--- src/hdl/sslu_pkg.sv ---
// ----------------------------------------------------------------------------
// sslu_pkg
// Shared constants for the server selection unit: table size, liveness
// defaults, result status codes, command codes and configuration register indexes.
// ----------------------------------------------------------------------------
package sslu_pkg;

  // table geometry
  localparam int TABLE_SLOTS = 16;
  localparam int SLOT_W      = (TABLE_SLOTS > 1) ? $clog2(TABLE_SLOTS) : 1;

  // liveness defaults used when the matching register is zero
  localparam logic [15:0] DEFAULT_INTERVAL_SECONDS = 16'd30;
  localparam logic [7:0]  DEFAULT_MISSED_INTERVALS = 8'd3;

  // result status codes
  localparam logic [1:0] STATUS_WRITE_DONE = 2'd0;
  localparam logic [1:0] STATUS_CHOSEN     = 2'd1;
  localparam logic [1:0] STATUS_NONE       = 2'd2;

  // command codes
  localparam logic CMD_WRITE  = 1'b0;
  localparam logic CMD_CHOOSE = 1'b1;

  // configuration register indexes (byte address is 4 * index)
  localparam logic [1:0] REG_HEARTBEAT_SECONDS = 2'd0;
  localparam logic [1:0] REG_OFFLINE_INTERVALS = 2'd1;
  localparam logic [1:0] REG_DEFAULT_NAME_ID   = 2'd2;
  localparam logic [1:0] REG_DEFAULT_ENABLED   = 2'd3;

endpackage

--- src/hdl/server_selection_with_liveness_unit.sv ---
// ----------------------------------------------------------------------------
// server_selection_with_liveness_unit
// Keeps a table of server slots and picks one server per choose request.
//
// Input channel (in_valid/in_ready): a write word fills one slot, a choose
// word asks for a server at time in_now_time, optionally by name id.
// Result channel (out_valid/out_ready): one word per input word, held in an
// output register, so a new input word can be taken while a result waits.
// Configuration goes through the APB-style port; the user must write it
// only while idle, as the block does not enforce it. A write word goes
// straight to the done state. A choose word passes the window multiply
// state, then the threshold subtract state, then the shared liveness and
// population compare walks the table one slot per cycle, then the done
// state loads the result. The block takes one word at a time and in_ready
// is low while a word is at work; it rises as the result is loaded into
// the output register. If the receiver stalls, a finished result waits in
// the done state until the output register is free. Reset clears all slot
// valid bits, the configuration registers and the output valid flag; there
// is no clearing pass.
// ----------------------------------------------------------------------------
module server_selection_with_liveness_unit (
  input  logic        clk,
  input  logic        rst_n,
  // input channel
  input  logic        in_valid,
  output logic        in_ready,
  input  logic        in_command,
  input  logic [3:0]  in_entry_index,
  input  logic        in_entry_valid,
  input  logic [15:0] in_entry_name_id,
  input  logic [31:0] in_entry_heartbeat,
  input  logic        in_entry_offline,
  input  logic        in_entry_full,
  input  logic [15:0] in_entry_population,
  input  logic        in_has_wanted,
  input  logic [15:0] in_wanted_id,
  input  logic [31:0] in_now_time,
  // result channel
  output logic        out_valid,
  input  logic        out_ready,
  output logic [1:0]  out_result_status,
  output logic [3:0]  out_chosen_index,
  output logic [15:0] out_chosen_name_id,
  output logic [15:0] out_chosen_population,
  // configuration port
  input  logic        psel,
  input  logic        penable,
  input  logic        pwrite,
  input  logic [3:0]  paddr,
  input  logic [31:0] pwdata,
  output logic [31:0] prdata,
  output logic        pready
);

  localparam int SW = sslu_pkg::SLOT_W;

  localparam logic [2:0] ST_IDLE = 3'd0;
  localparam logic [2:0] ST_MUL  = 3'd1;
  localparam logic [2:0] ST_SUB  = 3'd2;
  localparam logic [2:0] ST_SCAN = 3'd3;
  localparam logic [2:0] ST_DONE = 3'd4;

  localparam logic [SW-1:0] LAST_SLOT = SW'(sslu_pkg::TABLE_SLOTS - 1);

  // configuration registers
  logic [15:0] cfg_hb_seconds_r;
  logic [7:0]  cfg_intervals_r;
  logic [15:0] cfg_default_id_r;
  logic        cfg_default_en_r;

  // slot table
  logic [sslu_pkg::TABLE_SLOTS-1:0] slot_valid_r;
  logic [15:0] slot_name_r       [sslu_pkg::TABLE_SLOTS];
  logic [31:0] slot_heartbeat_r  [sslu_pkg::TABLE_SLOTS];
  logic        slot_offline_r    [sslu_pkg::TABLE_SLOTS];
  logic        slot_full_r       [sslu_pkg::TABLE_SLOTS];
  logic [15:0] slot_population_r [sslu_pkg::TABLE_SLOTS];

  // sequencer and per-request registers
  logic [2:0]    state_r;
  logic [SW-1:0] idx_r;
  logic          is_write_r;
  logic          has_wanted_r;
  logic          use_name_r;
  logic [15:0]   target_r;
  logic [31:0]   now_r;
  logic [23:0]   window_r;
  logic [31:0]   thr_r;
  logic          thr_neg_r;

  // scan results
  logic          name_found_r;
  logic [SW-1:0] name_idx_r;
  logic [15:0]   name_pop_r;
  logic          least_found_r;
  logic [SW-1:0] least_idx_r;
  logic [15:0]   least_name_r;
  logic [15:0]   least_pop_r;

  // output register
  logic        out_valid_r;
  logic [1:0]  out_status_r;
  logic [3:0]  out_index_r;
  logic [15:0] out_name_r;
  logic [15:0] out_pop_r;

  logic          in_fire;
  logic          cfg_wr;
  logic          wr_in_range;
  logic [SW-1:0] wr_slot;
  logic [15:0]   secs_eff;
  logic [7:0]    ivs_eff;
  logic [32:0]   thr_diff;
  logic [31:0]   cur_hb;
  logic          cur_live;
  logic          name_hit;
  logic          least_hit;
  logic          scan_last;
  logic          out_load;
  logic [1:0]    res_status;
  logic [3:0]    res_index;
  logic [15:0]   res_name;
  logic [15:0]   res_pop;

  assign in_ready  = (state_r == ST_IDLE);
  assign in_fire   = in_valid && in_ready;
  assign pready    = 1'b1;
  assign cfg_wr    = psel && penable && pwrite;
  assign out_valid = out_valid_r;

  assign out_result_status     = out_status_r;
  assign out_chosen_index      = out_index_r;
  assign out_chosen_name_id    = out_name_r;
  assign out_chosen_population = out_pop_r;

  assign wr_in_range = (32'(in_entry_index) < sslu_pkg::TABLE_SLOTS);
  assign wr_slot     = SW'(in_entry_index);

  // zero registers fall back to the built-in defaults
  assign secs_eff = (cfg_hb_seconds_r == 16'd0) ? sslu_pkg::DEFAULT_INTERVAL_SECONDS
                                                : cfg_hb_seconds_r;
  assign ivs_eff  = (cfg_intervals_r == 8'd0) ? sslu_pkg::DEFAULT_MISSED_INTERVALS
                                              : cfg_intervals_r;

  // borrow out of the subtract means the threshold is below zero
  assign thr_diff = {1'b0, now_r} - {9'd0, window_r};

  // shared per-slot liveness and population compare
  assign cur_hb    = slot_heartbeat_r[idx_r];
  assign cur_live  = slot_valid_r[idx_r] && !slot_offline_r[idx_r] && (cur_hb != 32'd0) &&
                     (thr_neg_r || (cur_hb >= thr_r));
  assign name_hit  = cur_live && use_name_r && !name_found_r &&
                     (slot_name_r[idx_r] == target_r);
  assign least_hit = cur_live && !slot_full_r[idx_r] &&
                     (!least_found_r || (slot_population_r[idx_r] < least_pop_r));
  assign scan_last = (idx_r == LAST_SLOT);

  assign out_load = (state_r == ST_DONE) && (!out_valid_r || out_ready);

  always_comb begin
    res_status = sslu_pkg::STATUS_NONE;
    res_index  = 4'd0;
    res_name   = 16'd0;
    res_pop    = 16'd0;
    if (is_write_r) begin
      res_status = sslu_pkg::STATUS_WRITE_DONE;
    end else if (use_name_r && name_found_r) begin
      res_status = sslu_pkg::STATUS_CHOSEN;
      res_index  = 4'(name_idx_r);
      res_name   = target_r;
      res_pop    = name_pop_r;
    end else if (!has_wanted_r && least_found_r) begin
      // unnamed request with no default hit takes the least loaded slot
      res_status = sslu_pkg::STATUS_CHOSEN;
      res_index  = 4'(least_idx_r);
      res_name   = least_name_r;
      res_pop    = least_pop_r;
    end
  end

  always_comb begin
    prdata = 32'd0;
    case (paddr[3:2])
      sslu_pkg::REG_HEARTBEAT_SECONDS: prdata = {16'd0, cfg_hb_seconds_r};
      sslu_pkg::REG_OFFLINE_INTERVALS: prdata = {24'd0, cfg_intervals_r};
      sslu_pkg::REG_DEFAULT_NAME_ID:   prdata = {16'd0, cfg_default_id_r};
      sslu_pkg::REG_DEFAULT_ENABLED:   prdata = {31'd0, cfg_default_en_r};
      default:                         prdata = 32'd0;
    endcase
  end

  // configuration registers
  always_ff @(posedge clk) begin
    if (!rst_n) begin
      cfg_hb_seconds_r <= 16'd0;
      cfg_intervals_r  <= 8'd0;
      cfg_default_id_r <= 16'd0;
      cfg_default_en_r <= 1'b0;
    end else if (cfg_wr) begin
      case (paddr[3:2])
        sslu_pkg::REG_HEARTBEAT_SECONDS: cfg_hb_seconds_r <= pwdata[15:0];
        sslu_pkg::REG_OFFLINE_INTERVALS: cfg_intervals_r  <= pwdata[7:0];
        sslu_pkg::REG_DEFAULT_NAME_ID:   cfg_default_id_r <= pwdata[15:0];
        sslu_pkg::REG_DEFAULT_ENABLED:   cfg_default_en_r <= pwdata[0];
        default: ;
      endcase
    end
  end

  // slot valid bits
  always_ff @(posedge clk) begin
    if (!rst_n) begin
      slot_valid_r <= '0;
    end else if (in_fire && (in_command == sslu_pkg::CMD_WRITE) && wr_in_range) begin
      slot_valid_r[wr_slot] <= in_entry_valid;
    end
  end

  // slot payload, no reset
  always_ff @(posedge clk) begin
    if (in_fire && (in_command == sslu_pkg::CMD_WRITE) && wr_in_range) begin
      slot_name_r[wr_slot]       <= in_entry_name_id;
      slot_heartbeat_r[wr_slot]  <= in_entry_heartbeat;
      slot_offline_r[wr_slot]    <= in_entry_offline;
      slot_full_r[wr_slot]       <= in_entry_full;
      slot_population_r[wr_slot] <= in_entry_population;
    end
  end

  // sequencer
  always_ff @(posedge clk) begin
    if (!rst_n) begin
      state_r <= ST_IDLE;
    end else begin
      case (state_r)
        ST_IDLE: begin
          if (in_fire) begin
            state_r <= (in_command == sslu_pkg::CMD_WRITE) ? ST_DONE : ST_MUL;
          end
        end
        ST_MUL:  state_r <= ST_SUB;
        ST_SUB:  state_r <= ST_SCAN;
        ST_SCAN: begin
          if (scan_last) begin
            state_r <= ST_DONE;
          end
        end
        ST_DONE: begin
          if (out_load) begin
            state_r <= ST_IDLE;
          end
        end
        default: state_r <= ST_IDLE;
      endcase
    end
  end

  // request datapath
  always_ff @(posedge clk) begin
    if (in_fire) begin
      is_write_r   <= (in_command == sslu_pkg::CMD_WRITE);
      has_wanted_r <= in_has_wanted;
      use_name_r   <= in_has_wanted || cfg_default_en_r;
      target_r     <= in_has_wanted ? in_wanted_id : cfg_default_id_r;
      now_r        <= in_now_time;
    end
    if (state_r == ST_MUL) begin
      window_r <= {8'd0, secs_eff} * {16'd0, ivs_eff};
    end
    if (state_r == ST_SUB) begin
      thr_r     <= thr_diff[31:0];
      thr_neg_r <= thr_diff[32];
    end
  end

  // scan counter and best-so-far registers
  always_ff @(posedge clk) begin
    if (!rst_n) begin
      idx_r         <= '0;
      name_found_r  <= 1'b0;
      least_found_r <= 1'b0;
    end else if (state_r == ST_SUB) begin
      idx_r         <= '0;
      name_found_r  <= 1'b0;
      least_found_r <= 1'b0;
    end else if (state_r == ST_SCAN) begin
      idx_r <= idx_r + SW'(1);
      if (name_hit) begin
        name_found_r <= 1'b1;
      end
      if (least_hit) begin
        least_found_r <= 1'b1;
      end
    end
  end

  always_ff @(posedge clk) begin
    if ((state_r == ST_SCAN) && name_hit) begin
      name_idx_r <= idx_r;
      name_pop_r <= slot_population_r[idx_r];
    end
    if ((state_r == ST_SCAN) && least_hit) begin
      least_idx_r  <= idx_r;
      least_name_r <= slot_name_r[idx_r];
      least_pop_r  <= slot_population_r[idx_r];
    end
  end

  // output register
  always_ff @(posedge clk) begin
    if (!rst_n) begin
      out_valid_r <= 1'b0;
    end else if (out_load) begin
      out_valid_r <= 1'b1;
    end else if (out_ready) begin
      out_valid_r <= 1'b0;
    end
  end

  always_ff @(posedge clk) begin
    if (out_load) begin
      out_status_r <= res_status;
      out_index_r  <= res_index;
      out_name_r   <= res_name;
      out_pop_r    <= res_pop;
    end
  end

  // a taken word always starts work
  a_accept_busy: assert property (@(posedge clk) disable iff (!rst_n)
    in_fire |=> (state_r == ST_MUL) || (state_r == ST_DONE))
    else $error("accepted word did not start work");

  // the scan always starts at slot zero with cleared results
  a_scan_start: assert property (@(posedge clk) disable iff (!rst_n)
    (state_r == ST_SUB) |=> (idx_r == '0) && !name_found_r && !least_found_r)
    else $error("scan started with stale state");

  // scan of the last slot ends the walk
  a_scan_end: assert property (@(posedge clk) disable iff (!rst_n)
    (state_r == ST_SCAN) && scan_last |=> (state_r == ST_DONE))
    else $error("scan ran past the last slot");

  // a named hit points at a slot that is still valid
  a_name_valid: assert property (@(posedge clk) disable iff (!rst_n)
    (state_r == ST_DONE) && !is_write_r && use_name_r && name_found_r |->
      slot_valid_r[name_idx_r])
    else $error("named hit on an empty slot");

  // a loaded result is never dropped before it is taken
  a_out_hold: assert property (@(posedge clk) disable iff (!rst_n)
    out_valid_r && !out_ready |=> out_valid_r && $stable(out_status_r))
    else $error("pending result lost");

endmodule

--- config.mk ---
export PLATFORM = sky130hd
export DESIGN_NAME = server_selection_with_liveness_unit
export DESIGN_NICKNAME = d
export VERILOG_FILES = /design/src/hdl/sslu_pkg.sv /design/src/hdl/server_selection_with_liveness_unit.sv
export SDC_FILE = /design/constraint.sdc
export NUM_CORES = 2
export LEC_CHECK = 0
export BUFFER_PORTS_ARGS = -buffer_cell sky130_fd_sc_hd__buf_4
export CAP_MARGIN = 0
export CORE_ASPECT_RATIO = 0.7
export CORE_MARGIN = 8
export CORE_UTILIZATION = 60
export DETAILED_ROUTE_END_ITERATION = 16
export GPL_TIMING_DRIVEN = 0
export PLACE_DENSITY = 0.78
export SLEW_MARGIN = 20
export SYNTH_ARGS = -nofsm -noshare
export SYNTH_HDL_FRONTEND = slang
export SYNTH_SLANG_ARGS = --single-unit
export TNS_END_PERCENT = 30
--- constraint.sdc ---
create_clock -name clk -period 8.29 [get_ports clk]
set_input_delay 1.2435 -clock clk [delete_from_list [all_inputs] [get_ports clk]]
set_output_delay 1.2435 -clock clk [all_outputs]
set_load 0.01 [all_outputs]
Word-level counts from Yosys, hierarchy flattened --
Memories as Yosys holds them, arrays and structs flattened. A register that Yosys moved wholly into a read port is not among the register bits. Index checks and enable logic that the tools add are counted.
Cells by class: multiplexer cells 36, $mul 1, order comparisons 5, $add $sub $neg 2, bitwise logic cells 2, reductions and logical operators 43, eq/ne operators 12
Operators with widths (number):
- $pmux 32 s4 | 1
- $mux 16 | 6
- $mux 4 | 12
- $sub 32x24->33 | 1
- $ge 32x32->1 | 1
- $reduce_bool 32->1 | 1
- $mul 16x8->24 | 1
- $logic_and 1x1->1 | 18
- $bwmux 16 | 1
- $eq 16x16->1 | 1
- $logic_not 16->1 | 1
- $lt 16x16->1 | 1
- $pmux 3 s5 | 1
- $mux 3 | 4
- $reduce_and 2->1 | 6
- $lt 4x5->1 const B | 2
- $logic_not 8->1 | 1
- $mux 8 | 1
- $mux 1 | 7
- $eq 3x2->1 const B | 2
- $logic_not 1->1 | 6
- $add 4x1->4 const B | 1
- $bmux 1 s4 | 1
- $demux 1 s4 | 1
- other kinds (16) | 23
Word-level totals: flip-flop bits (word level) 269, output and inout bits 73, memory bits (writable) 1056, word-level logic and storage cells 134, bits of input ports 164, memories 5
Memories:
- slot_heartbeat_r | depth 16, bits a word 32, read ports 1, clocked after Yosys merged registers in 1, write ports 1, RTL line server_selection_with_liveness_unit.sv:74 | logic [31:0] slot_heartbeat_r [sslu_pkg::TABLE_SLOTS];
- slot_name_r | depth 16, bits a word 16, read ports 1, clocked after Yosys merged registers in 1, write ports 1, RTL line server_selection_with_liveness_unit.sv:73 | logic [15:0] slot_name_r [sslu_pkg::TABLE_SLOTS];
- slot_population_r | depth 16, bits a word 16, read ports 1, clocked after Yosys merged registers in 1, write ports 1, RTL line server_selection_with_liveness_unit.sv:77 | logic [15:0] slot_population_r [sslu_pkg::TABLE_SLOTS];
- slot_full_r | depth 16, bits a word 1, read ports 1, clocked after Yosys merged registers in 1, write ports 1, RTL line server_selection_with_liveness_unit.sv:76 | logic slot_full_r [sslu_pkg::TABLE_SLOTS];
- slot_offline_r | depth 16, bits a word 1, read ports 1, clocked after Yosys merged registers in 1, write ports 1, RTL line server_selection_with_liveness_unit.sv:75 | logic slot_offline_r [sslu_pkg::TABLE_SLOTS];

Logic depth before layout (Yosys ltp) --
depth after elaboration 9, mapped depth 24, mapped depth without buffers 22

Worst setup path after synthesis --
Ideal clock, no wire load.
kind in2reg, from in in_entry_index[0], to reg slot_valid_r[0] (netlist bit), setup time 0.122 ns, data arrival time 7.120 ns, stages 4, setup slack 1.048 ns, path through nor4_1 > nor3b_1 > mux2i_1 > nor2b_1
Between the ends: longest elaborated chain between the ends 5, elaborated cells between the ends (all ways) 6, classes of those cells 2 x order compare; 3 x mux; 1 x reduce/logical
Ends and longest elaborated chain:
- from (decl) | RTL line server_selection_with_liveness_unit.sv:28 | input logic [3:0] in_entry_index,
- $lt 4x5->1 (implied by the code) or $ge 4x1->1 (tied branches) | RTL line server_selection_with_liveness_unit.sv:215 | slot_valid_r[wr_slot] <= in_entry_valid;
- $logic_and 1x1->1 (implied by the code) | RTL line server_selection_with_liveness_unit.sv:215
- $mux 1 (implied by the code) | RTL line server_selection_with_liveness_unit.sv:215
- $demux 1 s4 * | RTL line server_selection_with_liveness_unit.sv:215
- $bwmux 16 * | RTL line server_selection_with_liveness_unit.sv:215
- to (signal, indexed assignment) | RTL line server_selection_with_liveness_unit.sv:215
- to (decl) | RTL line server_selection_with_liveness_unit.sv:72 | logic [sslu_pkg::TABLE_SLOTS-1:0] slot_valid_r;
Every way passes the cells marked *; elsewhere a longest branch is shown, timed or not. A chain may end at the register's enable or synchronous reset.

==> impl_metrics.tcl <==
set metrics [dict create \
    run_status "completed" \
    tritoncts "yes" \
    total_negative_setup_slack_ns 0 \
    final_net_count 3975 \
    worst-slew-pin-transition_ns 1.09 \
    peakVddDrop_mv 0.236 \
    vias_per_cell 6.45 \
    die_width_um 384 \
    hold-path-endpoint "least_idx_r[2]" \
    dieArea_mm2 0.105 \
    worstHoldPathType "flop to flop" \
    synth.lib_cells_used.distinct 65 \
    firstDrtPassIters 8 \
    setup_repair_bufs_after_cts 0 \
    drive_gt1_share_pct 24.8 \
    synth_area_leaders "edfxtp_1 66%, mux4_2 13%, fa_1 3.0%" \
    r2r_end "least_pop_r[5]" \
    finalHoldViolCount 0 \
    number_of_antenna_violations_at_the_first_check_in_global_routing 13 \
    ctsLongestPathBuffers 3 \
    worst_clock_skew_ns 0.0612 \
    area_growth_pct 15.6 \
    final.min_clock_period_ns 7.13 \
    clock-root-buffer "clkbuf_16" \
    boundaryPins 237 \
    slew_headroom_pct 27.6 \
    endpoint_kind "flop" \
    critPathArrivalTime_ns 7.56 \
    slew_viol_final 0 \
    seq_area_frac_synth_pct 68.9 \
    timing.critical_path.from_type "flop" \
    start_util_pct 60.5 \
    synthesis.area_mm2 0.0569 \
    timing.fmax_ghz 0.140 \
    timing.critical_path.fanout_max 21 \
    syn_inst 3178 \
    numCtsBuffers 116 \
    post_detailed_routing_wire_length_um 147000 \
    first_global_vias 32800 \
    groute.layer.met1.usage_pct 37.9 \
    clock_tree.htree_level_count 3 \
    io_buffers 199 \
    min-delay-start "idx_r[2]" \
    finish.utilization_pct 70.0 \
    route.vias.total 32000 \
    die_h_um 274 \
    drtIter0Drc 3982 \
    core_region_area_mm2 0.0940 \
    post_cts_resize_count 0 \
    worst_path_largest_cell_delay_ns 0.81 \
    groute.layer.met3.usage_pct 6.35 \
    synth_largest_type_area_fraction_pct 66.4 \
    critical-path-slowest-cell "clkbuf_1" \
    most_used_dff_post_synth "edfxtp_1" \
    gp_congestion 0.901 \
    setup_slack_at_placement_ns 1.45 \
    setup_viol 0 \
    critical_path_class "flop to flop" \
    latest_clock_arrival_within_the_worst_skew_pair_ns 0.73 \
    path_cells "buf_2, buf_2, buf_1, buf_1, clkbuf_1, clkbuf_1, mux4_2, mux4_2, ha_1, nor2b_1, o21ai_0, nand2b_1, a21oi_1, nor2b_1, o211ai_1, nand3_1, a21oi_4, buf_16" \
    wire_per_inst_um 29.5 \
    antenna_violating_nets_post_route 0 \
    synth_edf_count 1258 \
    floorplan.rows 94 \
    min_path_cells 0 \
    drc 0 \
    worstPathRequired_ns 8.72 \
    reg2regPathDepth 18 \
    grt_max_degree 33 \
    dpl.hpwl_um 98700 \
    rrSetupSlack_ns 1.16 \
    yosys_register_bits 1329 \
    ys_warn_count 0 \
    cell_type_with_the_largest_total_area_after_synthesis "edfxtp_1" \
    layout_setup_ws_ns 1.16 \
    clkSlewWorstSetupHoldPaths_ns 0.07 \
    grt-ovfl-total 0 \
    grt_first_pass_wirelength_um 213000 \
    period_utilization_post_route_pct 86.0 \
    setup_repair_after_global_routing_missed_its_margin "false" \
    global_route.usage.met2_pct 44.4 \
    clock_sinks 1329 \
    power.density_mw_per_mm2 225 \
    global_route.usage.total_pct 27.6 \
    drv_cap 0 \
    synthesis.area_per_instance_um2 17.9 \
    ys_async_rst_share_pct 0 \
    postCtsHoldBufs 0 \
    power.static_leakage_nw 22.5 \
    grt_busiest_layer "met2" \
]
layout make-up:
cell class	instances	area [um^2]
flip-flops and latches	1329	39200
fillers	5620	28200
multi-input cells	1507	16400
clock buffers	141	3090
repair buffers	299	3080
well taps	1248	1560
clock inverters	79	911
plain buffers	162	764
inverters	195	732
diodes	10	25.0
power breakdown:
group          total [mW]  internal (mW)  switching [mW]  leakage, nW
Sequential           7.72           7.62          0.0919         12.0
Combinational        1.38          0.561           0.815         8.63
Clock                5.70           3.23            2.47         1.96
through the flow:
step	hold WS (ns)	cells	area [um^2]	power (mW)
after floorplan	0.424	3193	57000	8.67
after global routing	0.469	4966	65800	15.2
final	0.458	4970	65800	14.8
after CTS	0.457	4960	65700	14.8
after global placement	0.449	4640	60000	9.11
after detailed placement	0.441	4740	61700	9.20
critical path, delay by kind of cell, from the launching register on:
| family | cells | cell delay (ns) |
|---|---|---|
| DFF | 1 | 0.30 |
| adders and majority gates | 1 | 0.32 |
| AOI/OAI and AO/OA | 4 | 1.09 |
| buffers and inverters | 7 | 3.55 |
| muxes | 2 | 1.02 |
| and+or+nand+nor | 4 | 0.51 |
worst max-delay path by stage:
stage	from	end	slack [ns]	cells past startpoint
after floorplan	in_entry_index[0]	slot_valid_r[0]	1.05	4
after global placement	in_valid	slot_valid_r[0]	-5.44	6
after detailed placement	flop	least_pop_r[6]	1.45	18
after CTS	flop	least_pop_r[11]	1.26	18
after global routing	flop	least_pop_r[3]	0.97	18
final	flop	least_pop_r[5]	1.16	18
metal layers:
metal | share of wire, % | routed length [um]
met5 | 0.026 | 38
met4 | 3.6 | 5280
met3 | 10 | 15200
met2 | 48 | 70800
met1 | 38 | 55400
sequential cells by signal, summed over array words and instances, names as in the netlist, 24 cells and up, named ones only:
name,flops
slot_name_r,256
window_r,24
slot_population_r,256
now_r,32
thr_r,32
slot_heartbeat_r,512
placed cells by master (no fill, tap or decap), drive strengths merged, types with 84 or more instances in the layout:
master,count
ha,116
buf,370
mux4,329
inv,200
edfxtp,1258
a21oi,94
nand2,220
fa,85
nor2b,84
clkbuf,232
cells by family after synthesis:
group                    share of synthesized area, %
AND/OR/NAND/NOR                                  4.84
multiplexers                                     14.1
AO/OA/AOI/OAI                                    3.02
adder cells (fa/ha/maj)                          5.54
XOR/XNOR                                        0.939
buffers and inverters                            2.62
other                                          0.0132
flip-flops                                       68.9
cells in the mapped netlist (3+ instances only):
master and number:
nor4_1 20, or3_1 6, or2_2 6, nand3b_1 4
nand2_1 220, inv_1 195, o21bai_1 6, and2_1 56
a211oi_1 9, nor2_1 76, o2111ai_1 3, fa_1 85
a21boi_0 42, nor3b_1 5, nand2b_1 15, o21ai_0 64
mux2_2 17, buf_2 34, buf_4 21, and4_1 4
dfxtp_1 71, nor3_1 24, xnor2_1 35, edfxtp_1 1258
clkbuf_1 90, a21oi_1 94, ha_1 116, buf_6 4
buf_1 13, nor2b_1 84, nand3_1 17, and3_1 6
o21a_1 6, a2111oi_0 3, mux2i_1 44, a21o_1 16
a31oi_1 4, or4_1 3, mux4_2 329, nand4_1 12
o211ai_1 7, xor2_1 26
No activity file was read; power rests on OpenSTA's default activity.
